## config.mk

```make
export PLATFORM = sky130hd
export DESIGN_NAME = ycbcr_block_to_rgb_raster
export DESIGN_NICKNAME = d
export VERILOG_FILES = /design/src/design/ycrgb_pkg.sv /design/src/design/ycrgb_front.sv /design/src/design/ycrgb_queue.sv /design/src/design/ycrgb_back.sv /design/src/design/ycbcr_block_to_rgb_raster.sv
export SDC_FILE = /design/constraint.sdc
export NUM_CORES = 2
export LEC_CHECK = 0
export CORE_ASPECT_RATIO = 0.6
export CORE_UTILIZATION = 50
export CTS_CLUSTER_DIAMETER = 50
export DETAILED_ROUTE_END_ITERATION = 8
export DONT_BUFFER_PORTS = 1
export PLACE_DENSITY_LB_ADDON = 0.1
export SKIP_CTS_REPAIR_TIMING = 1
export SLEW_MARGIN = 20
export SYNTH_ARGS = -nofsm -noshare
export SYNTH_HDL_FRONTEND = slang
export SYNTH_SLANG_ARGS = --single-unit
```

## constraint.sdc

```tcl
create_clock -name clk -period 63.3 [get_ports clk]
set_clock_uncertainty 0.15 [all_clocks]
set_input_delay 12.66 -clock clk [delete_from_list [all_inputs] [get_ports clk]]
set_output_delay 12.66 -clock clk [all_outputs]
set_load 0.02 [all_outputs]
```

## src/design/ycrgb_pkg.sv

```systemverilog
// ----------------------------------------------------------------------------
// ycrgb_pkg
// Shared constants and types for the YCbCr to RGB raster converter.
// ----------------------------------------------------------------------------
package ycrgb_pkg;

  localparam int COEFF_FRAC_BITS_DEF = 16;

  localparam int SAMPLE_W  = 11;
  localparam int BLOCK_W   = 26;
  localparam int PIXEL_W   = 6;
  localparam int DIM_W     = 16;
  localparam int COLOR_W   = 8;
  localparam int ADDR_W    = 32;
  localparam int CFG_IDX_W = 2;

  localparam int IN_DATA_W  = 72;
  localparam int OUT_DATA_W = 56;

  localparam int QUEUE_DEPTH = 4;

  localparam logic [CFG_IDX_W-1:0] REG_IMAGE_WIDTH  = 2'd0;
  localparam logic [CFG_IDX_W-1:0] REG_IMAGE_HEIGHT = 2'd1;
  localparam logic [CFG_IDX_W-1:0] REG_COLOR_MODE   = 2'd2;

  typedef struct packed {
    logic [COLOR_W-1:0] red;
    logic [COLOR_W-1:0] green;
    logic [COLOR_W-1:0] blue;
    logic [BLOCK_W-1:0] block_index;
    logic [PIXEL_W-1:0] pixel_index;
  } pix_item_t;

endpackage

```

## src/design/ycrgb_front.sv

```systemverilog
// ----------------------------------------------------------------------------
// ycrgb_front
// Accepts pixels, scales the chroma terms and forms saturated RGB.
// ----------------------------------------------------------------------------
module ycrgb_front import ycrgb_pkg::*; #(
  parameter int COEFF_FRACTION_BITS = COEFF_FRAC_BITS_DEF
) (
  input  logic                       clk,
  input  logic                       rst,
  input  logic                       in_valid,
  output logic                       in_ready,
  input  logic signed [SAMPLE_W-1:0] luma_value,
  input  logic signed [SAMPLE_W-1:0] blue_chroma,
  input  logic signed [SAMPLE_W-1:0] red_chroma,
  input  logic [BLOCK_W-1:0]         block_index,
  input  logic [PIXEL_W-1:0]         pixel_index,
  input  logic                       color_mode,
  output logic                       push,
  output pix_item_t                  push_item,
  input  logic                       queue_full
);

  localparam int F  = COEFF_FRACTION_BITS;
  localparam int QW = F + 1;
  localparam int PW = SAMPLE_W + QW + 1;
  localparam int SW = F + 14;
  localparam longint ONE = longint'(1) << F;
  localparam logic [QW-1:0] Q_CR_R = QW'((1402 * ONE + 500) / 1000);
  localparam logic [QW-1:0] Q_CB_G = QW'((34414 * ONE + 50000) / 100000);
  localparam logic [QW-1:0] Q_CR_G = QW'((71414 * ONE + 50000) / 100000);
  localparam logic [QW-1:0] Q_CB_B = QW'((1772 * ONE + 500) / 1000);

  function automatic logic [COLOR_W-1:0] sat(input logic signed [SW-1:0] s);
    if (s[SW-1]) begin
      sat = '0;
    end else if (|s[SW-2:F+8]) begin
      sat = '1;
    end else begin
      sat = s[F+7:F];
    end
  endfunction

  logic                 en;
  logic                 a_valid;
  logic                 b_valid;
  logic signed [11:0]   y12;
  logic signed [PW-1:0] m_cr_r, m_cb_g, m_cr_g, m_cb_b;
  logic signed [SW-1:0] base_a;
  logic signed [PW-1:0] p_cr_r, p_cb_g, p_cr_g, p_cb_b;
  logic [BLOCK_W-1:0]   blk_a;
  logic [PIXEL_W-1:0]   pix_a;
  logic signed [SW-1:0] s_r, s_g, s_b;

  assign en       = !b_valid || !queue_full;
  assign in_ready = en;
  assign push     = b_valid && !queue_full;

  assign y12    = {luma_value[SAMPLE_W-1], luma_value} + 12'sd128;
  assign m_cr_r = red_chroma  * $signed({1'b0, Q_CR_R});
  assign m_cb_g = blue_chroma * $signed({1'b0, Q_CB_G});
  assign m_cr_g = red_chroma  * $signed({1'b0, Q_CR_G});
  assign m_cb_b = blue_chroma * $signed({1'b0, Q_CB_B});

  // stage A: products; monochrome drops the chroma terms
  always_ff @(posedge clk) begin
    if (rst) begin
      a_valid <= 1'b0;
    end else if (en) begin
      a_valid <= in_valid;
    end
  end

  always_ff @(posedge clk) begin
    if (en) begin
      base_a <= {{2{y12[11]}}, y12, {F{1'b0}}};
      p_cr_r <= color_mode ? m_cr_r : '0;
      p_cb_g <= color_mode ? m_cb_g : '0;
      p_cr_g <= color_mode ? m_cr_g : '0;
      p_cb_b <= color_mode ? m_cb_b : '0;
      blk_a  <= block_index;
      pix_a  <= pixel_index;
    end
  end

  assign s_r = base_a + SW'(p_cr_r);
  assign s_g = base_a - SW'(p_cb_g) - SW'(p_cr_g);
  assign s_b = base_a + SW'(p_cb_b);

  // stage B: sum, truncate, saturate
  always_ff @(posedge clk) begin
    if (rst) begin
      b_valid <= 1'b0;
    end else if (en) begin
      b_valid <= a_valid;
    end
  end

  always_ff @(posedge clk) begin
    if (en) begin
      push_item.red         <= sat(s_r);
      push_item.green       <= sat(s_g);
      push_item.blue        <= sat(s_b);
      push_item.block_index <= blk_a;
      push_item.pixel_index <= pix_a;
    end
  end

endmodule

```

## src/design/ycrgb_queue.sv

```systemverilog
// ----------------------------------------------------------------------------
// ycrgb_queue
// Short FIFO decoupling the color front end from the address back end.
// ----------------------------------------------------------------------------
module ycrgb_queue import ycrgb_pkg::*; (
  input  logic      clk,
  input  logic      rst,
  input  logic      push,
  input  pix_item_t push_item,
  output logic      full,
  input  logic      pop,
  output logic      valid,
  output pix_item_t pop_item
);

  localparam int PTR_W = $clog2(QUEUE_DEPTH);
  localparam int CNT_W = $clog2(QUEUE_DEPTH + 1);

  pix_item_t          mem [QUEUE_DEPTH];
  logic [PTR_W-1:0]   wr_ptr;
  logic [PTR_W-1:0]   rd_ptr;
  logic [CNT_W-1:0]   count;
  logic               do_pop;

  assign full     = (count == CNT_W'(QUEUE_DEPTH));
  assign valid    = (count != '0);
  assign do_pop   = pop && valid;
  assign pop_item = mem[rd_ptr];

  always_ff @(posedge clk) begin
    if (push) begin
      mem[wr_ptr] <= push_item;
    end
  end

  always_ff @(posedge clk) begin
    if (rst) begin
      wr_ptr <= '0;
      rd_ptr <= '0;
      count  <= '0;
    end else begin
      if (push) begin
        wr_ptr <= wr_ptr + 1'b1;
      end
      if (do_pop) begin
        rd_ptr <= rd_ptr + 1'b1;
      end
      if (push && !do_pop) begin
        count <= count + 1'b1;
      end else if (!push && do_pop) begin
        count <= count - 1'b1;
      end
    end
  end

endmodule

```

## src/design/ycrgb_back.sv

```systemverilog
// ----------------------------------------------------------------------------
// ycrgb_back
// Pipelined block-number divide, raster address, frame check, output reg.
// ----------------------------------------------------------------------------
module ycrgb_back import ycrgb_pkg::*; (
  input  logic                  clk,
  input  logic                  rst,
  input  logic                  item_valid,
  input  pix_item_t             item,
  output logic                  pop,
  input  logic [DIM_W-1:0]      image_width,
  input  logic [DIM_W-1:0]      image_height,
  output logic                  out_valid,
  input  logic                  out_ready,
  output logic [COLOR_W-1:0]    red,
  output logic [COLOR_W-1:0]    green,
  output logic [COLOR_W-1:0]    blue,
  output logic [ADDR_W-1:0]     pixel_address,
  output logic                  in_frame
);

  localparam int NB    = BLOCK_W;
  localparam int XB_W  = DIM_W - 2;
  localparam int REM_W = DIM_W - 3;
  localparam int ROW_W = BLOCK_W + 3;

  logic                 adv;
  logic [DIM_W:0]       wsum;
  logic [XB_W-1:0]      xb_raw;
  logic [XB_W-1:0]      xb;

  logic                 dv   [NB];
  logic [REM_W-1:0]     drem [NB];
  logic [NB-1:0]        dnum [NB];
  pix_item_t            ditm [NB];

  logic [ROW_W-1:0]     row;
  logic [DIM_W-1:0]     col;
  logic [ROW_W+DIM_W-1:0] prod;

  logic                 mv;
  logic [ADDR_W-1:0]    mprod;
  logic [DIM_W-1:0]     mcol;
  logic                 mframe;
  pix_item_t            mitm;

  assign adv = !out_valid || out_ready;
  assign pop = adv && item_valid;

  // blocks per row, ceil(width/8), never zero
  assign wsum   = {1'b0, image_width} + (DIM_W+1)'(7);
  assign xb_raw = wsum[DIM_W:3];
  assign xb     = (xb_raw == '0) ? XB_W'(1) : xb_raw;

  // restoring divider, one quotient bit per stage
  for (genvar i = 0; i < NB; i++) begin : g_div
    logic             v_in;
    logic [REM_W-1:0] r_in;
    logic [NB-1:0]    n_in;
    pix_item_t        itm_in;
    logic [XB_W-1:0]  t;
    logic [XB_W-1:0]  diff;
    logic             ge;

    if (i == 0) begin : g_head
      assign v_in   = item_valid;
      assign r_in   = '0;
      assign n_in   = item.block_index;
      assign itm_in = item;
    end else begin : g_link
      assign v_in   = dv[i-1];
      assign r_in   = drem[i-1];
      assign n_in   = dnum[i-1];
      assign itm_in = ditm[i-1];
    end

    assign t    = {r_in, n_in[NB-1]};
    assign ge   = (t >= xb);
    assign diff = t - xb;

    always_ff @(posedge clk) begin
      if (rst) begin
        dv[i] <= 1'b0;
      end else if (adv) begin
        dv[i] <= v_in;
      end
    end

    always_ff @(posedge clk) begin
      if (adv) begin
        drem[i] <= ge ? diff[REM_W-1:0] : t[REM_W-1:0];
        dnum[i] <= {n_in[NB-2:0], ge};
        ditm[i] <= itm_in;
      end
    end
  end

  assign row  = {dnum[NB-1], ditm[NB-1].pixel_index[5:3]};
  assign col  = {drem[NB-1], ditm[NB-1].pixel_index[2:0]};
  assign prod = row * image_width;

  always_ff @(posedge clk) begin
    if (rst) begin
      mv <= 1'b0;
    end else if (adv) begin
      mv <= dv[NB-1];
    end
  end

  always_ff @(posedge clk) begin
    if (adv) begin
      mprod  <= prod[ADDR_W-1:0];
      mcol   <= col;
      mframe <= (col < image_width) && (row < ROW_W'(image_height));
      mitm   <= ditm[NB-1];
    end
  end

  always_ff @(posedge clk) begin
    if (rst) begin
      out_valid <= 1'b0;
    end else if (adv) begin
      out_valid <= mv;
    end
  end

  always_ff @(posedge clk) begin
    if (adv) begin
      red           <= mitm.red;
      green         <= mitm.green;
      blue          <= mitm.blue;
      pixel_address <= mprod + ADDR_W'(mcol);
      in_frame      <= mframe;
    end
  end

endmodule

```

## src/design/ycbcr_block_to_rgb_raster.sv

```systemverilog
// ----------------------------------------------------------------------------
// ycbcr_block_to_rgb_raster
// YCbCr pixel to saturated RGB with raster address and in-frame flag.
//
// Input stream (s_*) carries one decoded pixel per beat: Y, Cb, Cr, the
// raster number of its 8x8 block and its index inside the block. Output
// stream (m_*) carries one RGB beat per input beat, in order, with the
// raster address in tdata and the in-frame flag in tuser.
// Configuration is a write-only port: cfg_we, cfg_index, cfg_data; write
// it only while no pixels are in flight. Index 3 is ignored.
// Throughput: one pixel per clock while m_tready is high. An input beat passes
// through the two color stages, the queue, the 26-stage block-number
// divider (one quotient bit per stage), the address multiply and the
// output register.
// Reset clears all valids and loads width 1, height 1, monochrome mode.
// When m_tready is low the back pipeline holds; the front fills the
// queue and then drops s_tready until beats drain.
// ----------------------------------------------------------------------------
module ycbcr_block_to_rgb_raster import ycrgb_pkg::*; #(
  parameter int COEFF_FRACTION_BITS = COEFF_FRAC_BITS_DEF
) (
  input  logic                  clk,
  input  logic                  rst,
  input  logic                  s_tvalid,
  output logic                  s_tready,
  // luma_value, blue_chroma, red_chroma, block_index, pixel_index, zero pad
  input  logic [IN_DATA_W-1:0]  s_tdata,
  output logic                  m_tvalid,
  input  logic                  m_tready,
  // red, green, blue, pixel_address
  output logic [OUT_DATA_W-1:0] m_tdata,
  // in_frame
  output logic                  m_tuser,
  input  logic                  cfg_we,
  input  logic [CFG_IDX_W-1:0]  cfg_index,
  input  logic [DIM_W-1:0]      cfg_data
);

  logic [DIM_W-1:0]   image_width;
  logic [DIM_W-1:0]   image_height;
  logic               color_mode;

  logic               push;
  pix_item_t          push_item;
  logic               queue_full;
  logic               q_valid;
  pix_item_t          q_item;
  logic               pop;

  logic [COLOR_W-1:0] red, green, blue;
  logic [ADDR_W-1:0]  pixel_address;

  always_ff @(posedge clk) begin
    if (rst) begin
      image_width  <= DIM_W'(1);
      image_height <= DIM_W'(1);
      color_mode   <= 1'b0;
    end else if (cfg_we) begin
      case (cfg_index)
        REG_IMAGE_WIDTH:  image_width  <= cfg_data;
        REG_IMAGE_HEIGHT: image_height <= cfg_data;
        REG_COLOR_MODE:   color_mode   <= cfg_data[0];
        default: ;
      endcase
    end
  end

  ycrgb_front #(
    .COEFF_FRACTION_BITS(COEFF_FRACTION_BITS)
  ) u_front (
    .clk         (clk),
    .rst         (rst),
    .in_valid    (s_tvalid),
    .in_ready    (s_tready),
    .luma_value  ($signed(s_tdata[10:0])),
    .blue_chroma ($signed(s_tdata[21:11])),
    .red_chroma  ($signed(s_tdata[32:22])),
    .block_index (s_tdata[58:33]),
    .pixel_index (s_tdata[64:59]),
    .color_mode  (color_mode),
    .push        (push),
    .push_item   (push_item),
    .queue_full  (queue_full)
  );

  ycrgb_queue u_queue (
    .clk       (clk),
    .rst       (rst),
    .push      (push),
    .push_item (push_item),
    .full      (queue_full),
    .pop       (pop),
    .valid     (q_valid),
    .pop_item  (q_item)
  );

  ycrgb_back u_back (
    .clk           (clk),
    .rst           (rst),
    .item_valid    (q_valid),
    .item          (q_item),
    .pop           (pop),
    .image_width   (image_width),
    .image_height  (image_height),
    .out_valid     (m_tvalid),
    .out_ready     (m_tready),
    .red           (red),
    .green         (green),
    .blue          (blue),
    .pixel_address (pixel_address),
    .in_frame      (m_tuser)
  );

  assign m_tdata = {pixel_address, blue, green, red};

endmodule

```

# Word-level counts from Yosys, hierarchy flattened
# Memory sizes are Yosys's and may differ from the RTL's. A register that Yosys moved wholly into a read port is not among the register bits.
# Index checks and enable logic that the tools add are counted.
word_totals:
  wordCells: 230
  regBits: 386
  memories: 5
  latch_bits: 0
  rom_bits: 0
  ram_bits: 2720
mem_list:
  columns: ["memory", "depth", "width", "rd", "rd_clocked_by_memory_dff", "write_ports", "line_no", "source"]
  rows:
  - ["u_back.ditm", 26, 56, 26, 0, 26, "ycrgb_back.sv:35", "pix_item_t ditm [NB];"]
  - ["u_back.dnum", 26, 26, 26, 0, 26, "ycrgb_back.sv:34", "logic [NB-1:0] dnum [NB];"]
  - ["u_back.drem", 26, 13, 26, 0, 26, "ycrgb_back.sv:33", "logic [REM_W-1:0] drem [NB];"]
  - ["u_queue.mem", 4, 56, 1, 1, 1, "ycrgb_queue.sv:19", "pix_item_t mem [QUEUE_DEPTH];"]
  - ["u_back.dv", 26, 1, 26, 1, 26, "ycrgb_back.sv:32", "logic dv [NB];"]
classes:
  n_shift: 0
  n_eq_ne: 3
  n_mux: 68
  n_div: 0
  reduce_logical: 23
  multipliers: 5
  n_lt_le_gt_ge: 28
  bitwise: 26
  n_addsub: 37
op_table:
  columns: ["operator", "count"]
  rows:
  - ["$ge A14 B14 Y1", 25]
  - ["$mux W13", 26]
  - ["$sub A13 B13 Y13", 25]
  - ["$add A28 B29 Y30", 2]
  - ["$mux W1", 34]
  - ["$add A32 B16 Y32", 1]
  - ["$mul A29 B16 Y32", 1]
  - ["$sub A29 B28 Y30", 1]
  - ["$lt A29 B16 Y1", 1]
  - ["$mul A11 B18 Y29 const B", 1]
  - ["$sub A28 B27 Y29", 1]
  - ["$mul A11 B17 Y28 const B", 1]
  - ["$mul A11 B16 Y27 const B", 1]
  - ["$mul A11 B15 Y26 const B", 1]
  - ["$or A1 B1 Y1", 26]
  - ["$mux W8", 3]
  - ["$add A16 B3 Y17 const B", 1]
  - ["$lt A16 B16 Y1", 1]
  - ["$reduce_or A5 Y1", 3]
  - ["$ge A1 B14 Y1", 1]
  - ["$logic_not A14 Y1", 1]
  - ["$mux W14", 1]
  - ["$sub A1 B13 Y13", 1]
  - ["$add A11 B9 Y12 const B", 1]
  - ["15 further kinds", 30]

# Longest topological paths before layout
logic_depth:
  word_depth: 7
  ltp_mapped: 26
  depth_no_buf: 24

# Modules after synthesis
# A second synthesis with hierarchy kept.
hier_totals:
  hier_cells: 8007
  area_unflattened_um2: 118992.9
by_module_without_submodules:
  columns: ["mod", "instances", "cells_each", "area_each_um2"]
  rows:
  - ["ycrgb_back", 1, 5770, 90103.9]
  - ["ycrgb_front", 1, 1771, 18946.9]
  - ["ycrgb_queue", 1, 336, 8554.5]
  - ["ycbcr_block_to_rgb_raster", 1, 130, 1387.6]

# Worst setup path after synthesis
# OpenSTA, ideal clock, no wires.
synth_timing:
  kind: "input port to flip-flop"
  from: "input m_tready"
  to: "register u_queue.count[2]"
  setup_ps: 70
  n_path_buf: 0
  arrival_ps: 58607
  stages: 6
  t_required_ps: 63080
  path_slack_ps: 4473
  path_cell_list: "nor2b_1 > inv_1 > o31ai_1 > ha_1 > or3_1 > a21oi_1"
synth_between:
  elab_chain_len: 6
  word_cells_on_any_way: 8
synth_lines:
  columns: ["item", "line_no", "source"]
  rows:
  - ["start, declared", "ycbcr_block_to_rgb_raster.sv:29", "input logic m_tready,"]
  - ["$logic_or A1 B1 Y1 *", "ycrgb_back.sv:47", "assign adv = !out_valid || out_ready;"]
  - ["$logic_and A1 B1 Y1 *", "ycrgb_back.sv:48", "assign pop = adv && item_valid;"]
  - ["$logic_and A1 B1 Y1 *", "ycrgb_queue.sv:27", "assign do_pop = pop && valid;"]
  - ["$logic_not A1 Y1", "ycrgb_queue.sv:48", "if (push && !do_pop) begin"]
  - ["$logic_and A1 B1 Y1", "ycrgb_queue.sv:48", null]
  - ["$mux W3 or $reduce_bool A2 Y1 (tied branches)", null, null]
  - ["end signal, assigned", "ycrgb_queue.sv:49", "count <= count + 1'b1;"]
  - ["end signal, assigned", "ycrgb_queue.sv:51", "count <= count - 1'b1;"]
  - ["end, declared", "ycrgb_queue.sv:22", "logic [CNT_W-1:0] count;"]
# Every way passes the cells marked *; elsewhere a longest branch is shown, timed or not.
# A chain may end at the register's enable or synchronous reset.

# Worst setup path after layout
layout_timing:
  from: "input m_tready"
  to: "register u_back.green[2], enable pin"
layout_between:
  elab_chain_len: 1
layout_lines:
  columns: ["item", "line_no", "source"]
  rows:
  - ["$logic_or A1 B1 Y1", "ycrgb_back.sv:47", null]
  - ["end signal, assigned", "ycrgb_back.sv:130", "green <= mitm.green;"]
  - ["end, declared", "ycrgb_back.sv:16", "output logic [COLOR_W-1:0] green,"]
# No other way between the ends.

==> impl_summary.txt <==
----------------------------------------------------
[Route]
  Final WL ... around 220 mm
  Number of vias after detailed routing ... 61710
  Remaining design rule violation count ... 27
  Mean routed wirelength per cell ... 19.17 µm
  DRT iter0 DRCs ... between 4000 and 5000
  ANT nets after route ... 0
  Via-per-instance ratio ... roughly 5.3
  1st-pass router iterations ... 7

[Placed design]
  # port buffers ... 0
  Global placer's final weighted congestion ... around 0.87
  Detailed placer's ending HPWL ... 150.5 mm
  Placed Instances ... between 10000 and 15000

[GRT]
  Wire length of the first global-routing pass ... roughly 350 mm
  Vias in the first global route ... a little over 60000
  Grt ovf ... 0
  Total GRT Usage ... a little under a fifth
  Number of antenna violations at the first check in global routing ... 4
  Largest net degree at the start of global routing ... 179

[CTS]
  Register clock-pin slew on the reported worst setup and hold paths ... roughly 0.060 ns
  Number of sinks on the clock net ... between 2000 and 2500
  Number of buffers between clock root and the deepest sink ... 4
  Clock buffer count from CTS ... between 200 and 250
  H-Tree Depth ... 4
  CTS tree ... built
  Later-pin clock latency in the skew report ... roughly 0.9 ns
  Root buffer cell ... sky130_fd_sc_hd__clkbuf_16

[Worst setup path]
  Startpoint type of the worst setup path ... input pin
  Slowest-stage cell, CP ... sky130_fd_sc_hd__buf_4
  R2R setup slack ... between 50 and 60 ns
  Critical Path AT ... approximately 19 ns
  Number of buffers and inverters on the critical path ... 7
  Library cell appearing most often on the critical path ... sky130_fd_sc_hd__buf_4
  Cell family with the largest share of critical-path delay ... buffers and inverters
  Series of cell instances along the critical path ... nor2b_1, inv_8, buf_4, buf_4, buf_4, buf_4, buf_4, buf_4
  Launch instance of the worst register-to-register path ... u_back.dnum[1][237]
  Critical path peak fanout ... roughly 110
  Req. time, crit path ... approximately 64 ns
  Critical Path Sink Type ... register
  Delay of the slowest cell on the worst path ... about 0.91 ns
  Number of cells on the worst reg-to-reg path ... 23
  Classification of the worst setup path ... in -> reg
  Reg-to-reg endpoint ... u_back.mprod[31]

[Power]
  Worst supply voltage drop on vdd ... about 31 µV
  Static power due to leakage ... between 50 and 60 nW
  Power density relative to cell area ... slightly above 50 nW/µm²
  Post-layout total power ... 6.533 mW

[STA]
  Final setup violation count ... 0
  Post-layout min period ... roughly 18 ns
  Number of pins with negative max-slew slack in the final report ... 0
  Final hold violations ... 0
  Worst max-slew margin expressed relative to the limit ... a little under a quarter
  Worst Max-Slew Pin Slew ... around 1.2 ns
  Unrepaired setup endpoints after global routing ... false
  TNS Setup ... 0 ns
  Portion of the clock cycle consumed by the worst path in the final layout ... between 20 and 30%
  Maximum achievable frequency ... between 50 and 60 MHz

[Finish]
  Layout net count ... between 9000 and 10000
  Number of diodes added for antenna fixing ... 0
  Most common library cell in the layout ignoring fill and taps ... sky130_fd_sc_hd__edfxtp_1
  Fraction of layout instances using a drive strength above 1 ... ~6.5%
  Layout-stage area growth over the synthesis result ... 10.03%
  Finished Layout Cells ... ~12000
  Most used cells in the layout excluding fill and tap cells ... 2353 x sky130_fd_sc_hd__edfxtp_1, 880 x sky130_fd_sc_hd__inv_1, 819 x sky130_fd_sc_hd__ha_1

[Synth]
  Async S/R FF share, synth ... 0%
  Main flop type after synthesis ... sky130_fd_sc_hd__edfxtp_1
  Distinct cell type count after synthesis ... 73
  Mean instance size in the synthesized netlist ... about 14 µm²
  Gate Count Post-Synth ... 8114
  Synth area leaders ... sky130_fd_sc_hd__edfxtp_1 60%, sky130_fd_sc_hd__ha_1 8.7%, sky130_fd_sc_hd__fa_1 8.7%
  Portion of the post-synthesis area used by sequential elements ... between 60% and 70%
  Count of warnings emitted by yosys ... 0
  Proportion of netlist area held by the largest area contributor ... about three fifths
  Cell area after synthesis ... around 120000 µm²
  Flip-flop and latch count after synthesis ... 2399
  Syn_nets ... 9537
  EDFF count, synth ... between 2000 and 2500
  Cell taking the most area after synthesis ... sky130_fd_sc_hd__edfxtp_1

[Run status]
  Outcome ... finished with violations
  Failing checks ... design-rule violations

[Floorplan]
  Width of the die ... between 600 and 700 µm
  Starting Density ... between 50% and 60%
  Core box area ... about 230000 µm²
  Die Span Y ... roughly 380 µm
  Total Die Area ... ~240000 µm²
  Row Count ... around 140
  I/O pin count ... roughly 150

[Worst hold path]
  Worst min-delay path endpoint ... u_back.ditm[6][110]
  Hold/Removal Path Class ... reg -> reg
  Worst min-delay path startpoint ... u_back.ditm[6][54]
  Cell count of the worst hold path ... 0

[Flow run]
  # Max-Cap Violations ... 0

----------------------------------------------------
worst register-to-register path: cells and delay by family, from the launching register on:
kind,cells,cell delay [ns]
flip-flops,1,0.97
buffers and inverters,5,0.27
adder cells (fa/ha/maj),7,3.43
AND/OR/NAND/NOR,2,0.29
XOR/XNOR,1,0.15
AO/OA/AOI/OAI,8,2.02
synth_stat cells, types with 32 or more instances:
cell,n
sky130_fd_sc_hd__buf_2,32
sky130_fd_sc_hd__inv_1,882
sky130_fd_sc_hd__o21ai_1,118
sky130_fd_sc_hd__clkbuf_1,111
sky130_fd_sc_hd__and2_1,205
sky130_fd_sc_hd__nand2b_1,65
sky130_fd_sc_hd__dfxtp_1,46
sky130_fd_sc_hd__o21ai_0,56
sky130_fd_sc_hd__nand2_1,433
sky130_fd_sc_hd__nor3_1,82
sky130_fd_sc_hd__a21oi_1,502
sky130_fd_sc_hd__fa_1,509
sky130_fd_sc_hd__nor2_1,445
sky130_fd_sc_hd__mux2_1,79
sky130_fd_sc_hd__o21a_1,37
sky130_fd_sc_hd__xnor2_1,264
sky130_fd_sc_hd__nor2b_1,60
sky130_fd_sc_hd__ha_1,819
sky130_fd_sc_hd__nand4_1,86
sky130_fd_sc_hd__edfxtp_1,2353
sky130_fd_sc_hd__xor2_1,181
sky130_fd_sc_hd__o21bai_1,36
sky130_fd_sc_hd__mux4_2,55
sky130_fd_sc_hd__a31oi_1,49
sky130_fd_sc_hd__nand3_1,45
sky130_fd_sc_hd__a21o_1,278
sky130_fd_sc_hd__a211o_1,32
sequential cells by signal (all words and copies together), names as in the netlist, 27 cells and up, named ones only:
| signal | flops |
|---|---|
| u_back.ditm | 1105 |
| u_back.dnum | 351 |
| u_back.drem | 338 |
| u_queue.mem | 224 |
| u_front.push_item | 56 |
| u_back.mprod | 32 |
| u_back.pixel_address | 32 |
| u_front.p_cr_g | 27 |
cell type report:
class                           instances  area, µm²
Fill cell                           18531     103700
Sequential cell                      2399      71580
Multi-Input combinational cell       4677      41800
Clock buffer                          272       5993
Tap cell                             3127       3913
Inverter                              884       3326
Clock inverter                        141       1569
Timing Repair Buffer                   92      744.5
layer usage:
metal / global-route usage (%) / vias up / wire [µm]
li1: - / 29483 / -
met1: 30.78 / 30474 / 115500
met3: 3.189 / 320 / 12520
met5: 0 / - / 0
met2: 26.20 / 1433 / 90050
met4: 3.888 / 0 / 4208
logic make-up after synthesis:
group	after synthesis	synth area share, %
DFF	2399	61.09
adders and majority gates	1328	17.44
AOI/OAI and AO/OA	1247	6.689
muxes	164	2.096
and+or+nand+nor	1492	5.985
buffers and inverters	1038	3.359
xor gates and xnor gates	446	3.340
power breakdown:
group / internal, mW / total [mW] / switching, mW
Combinational: 0.984 / 2.25 / 1.27
Sequential: 2.61 / 2.90 / 0.296
Clock: 0.789 / 1.38 / 0.587
Total: 4.38 / 6.53 / 2.15
worst max-delay path by stage:
stage              from            endpoint  slack (ns)  cells past startpoint
6_report       m_tready     u_back.green[2]       44.95                      8
5_1_grt        m_tready  u_back.ditm[6][40]       44.45                      8
4_1_cts        m_tready     u_back.green[2]       44.90                      8
3_5_place_dp   m_tready  u_back.ditm[4][88]       43.91                      8
3_3_place_gp   m_tready  u_back.ditm[4][97]       44.09                      8
2_1_floorplan  m_tready    u_queue.count[2]        4.47                      6
metrics by stage:
step	worst slack, ns	hold WS [ns]	util (%)	cell area (µm²)
after detailed placement	43.91	0.2545	52.17	121400
after global routing	44.45	0.1591	55.43	128900
final	44.95	0.1787	55.43	128900
after floorplan	4.473	0.2503	-	117200
after CTS	44.90	0.1698	55.42	128900
after global placement	44.09	0.2501	52.17	121400
(Power assumes the default switching activity.)
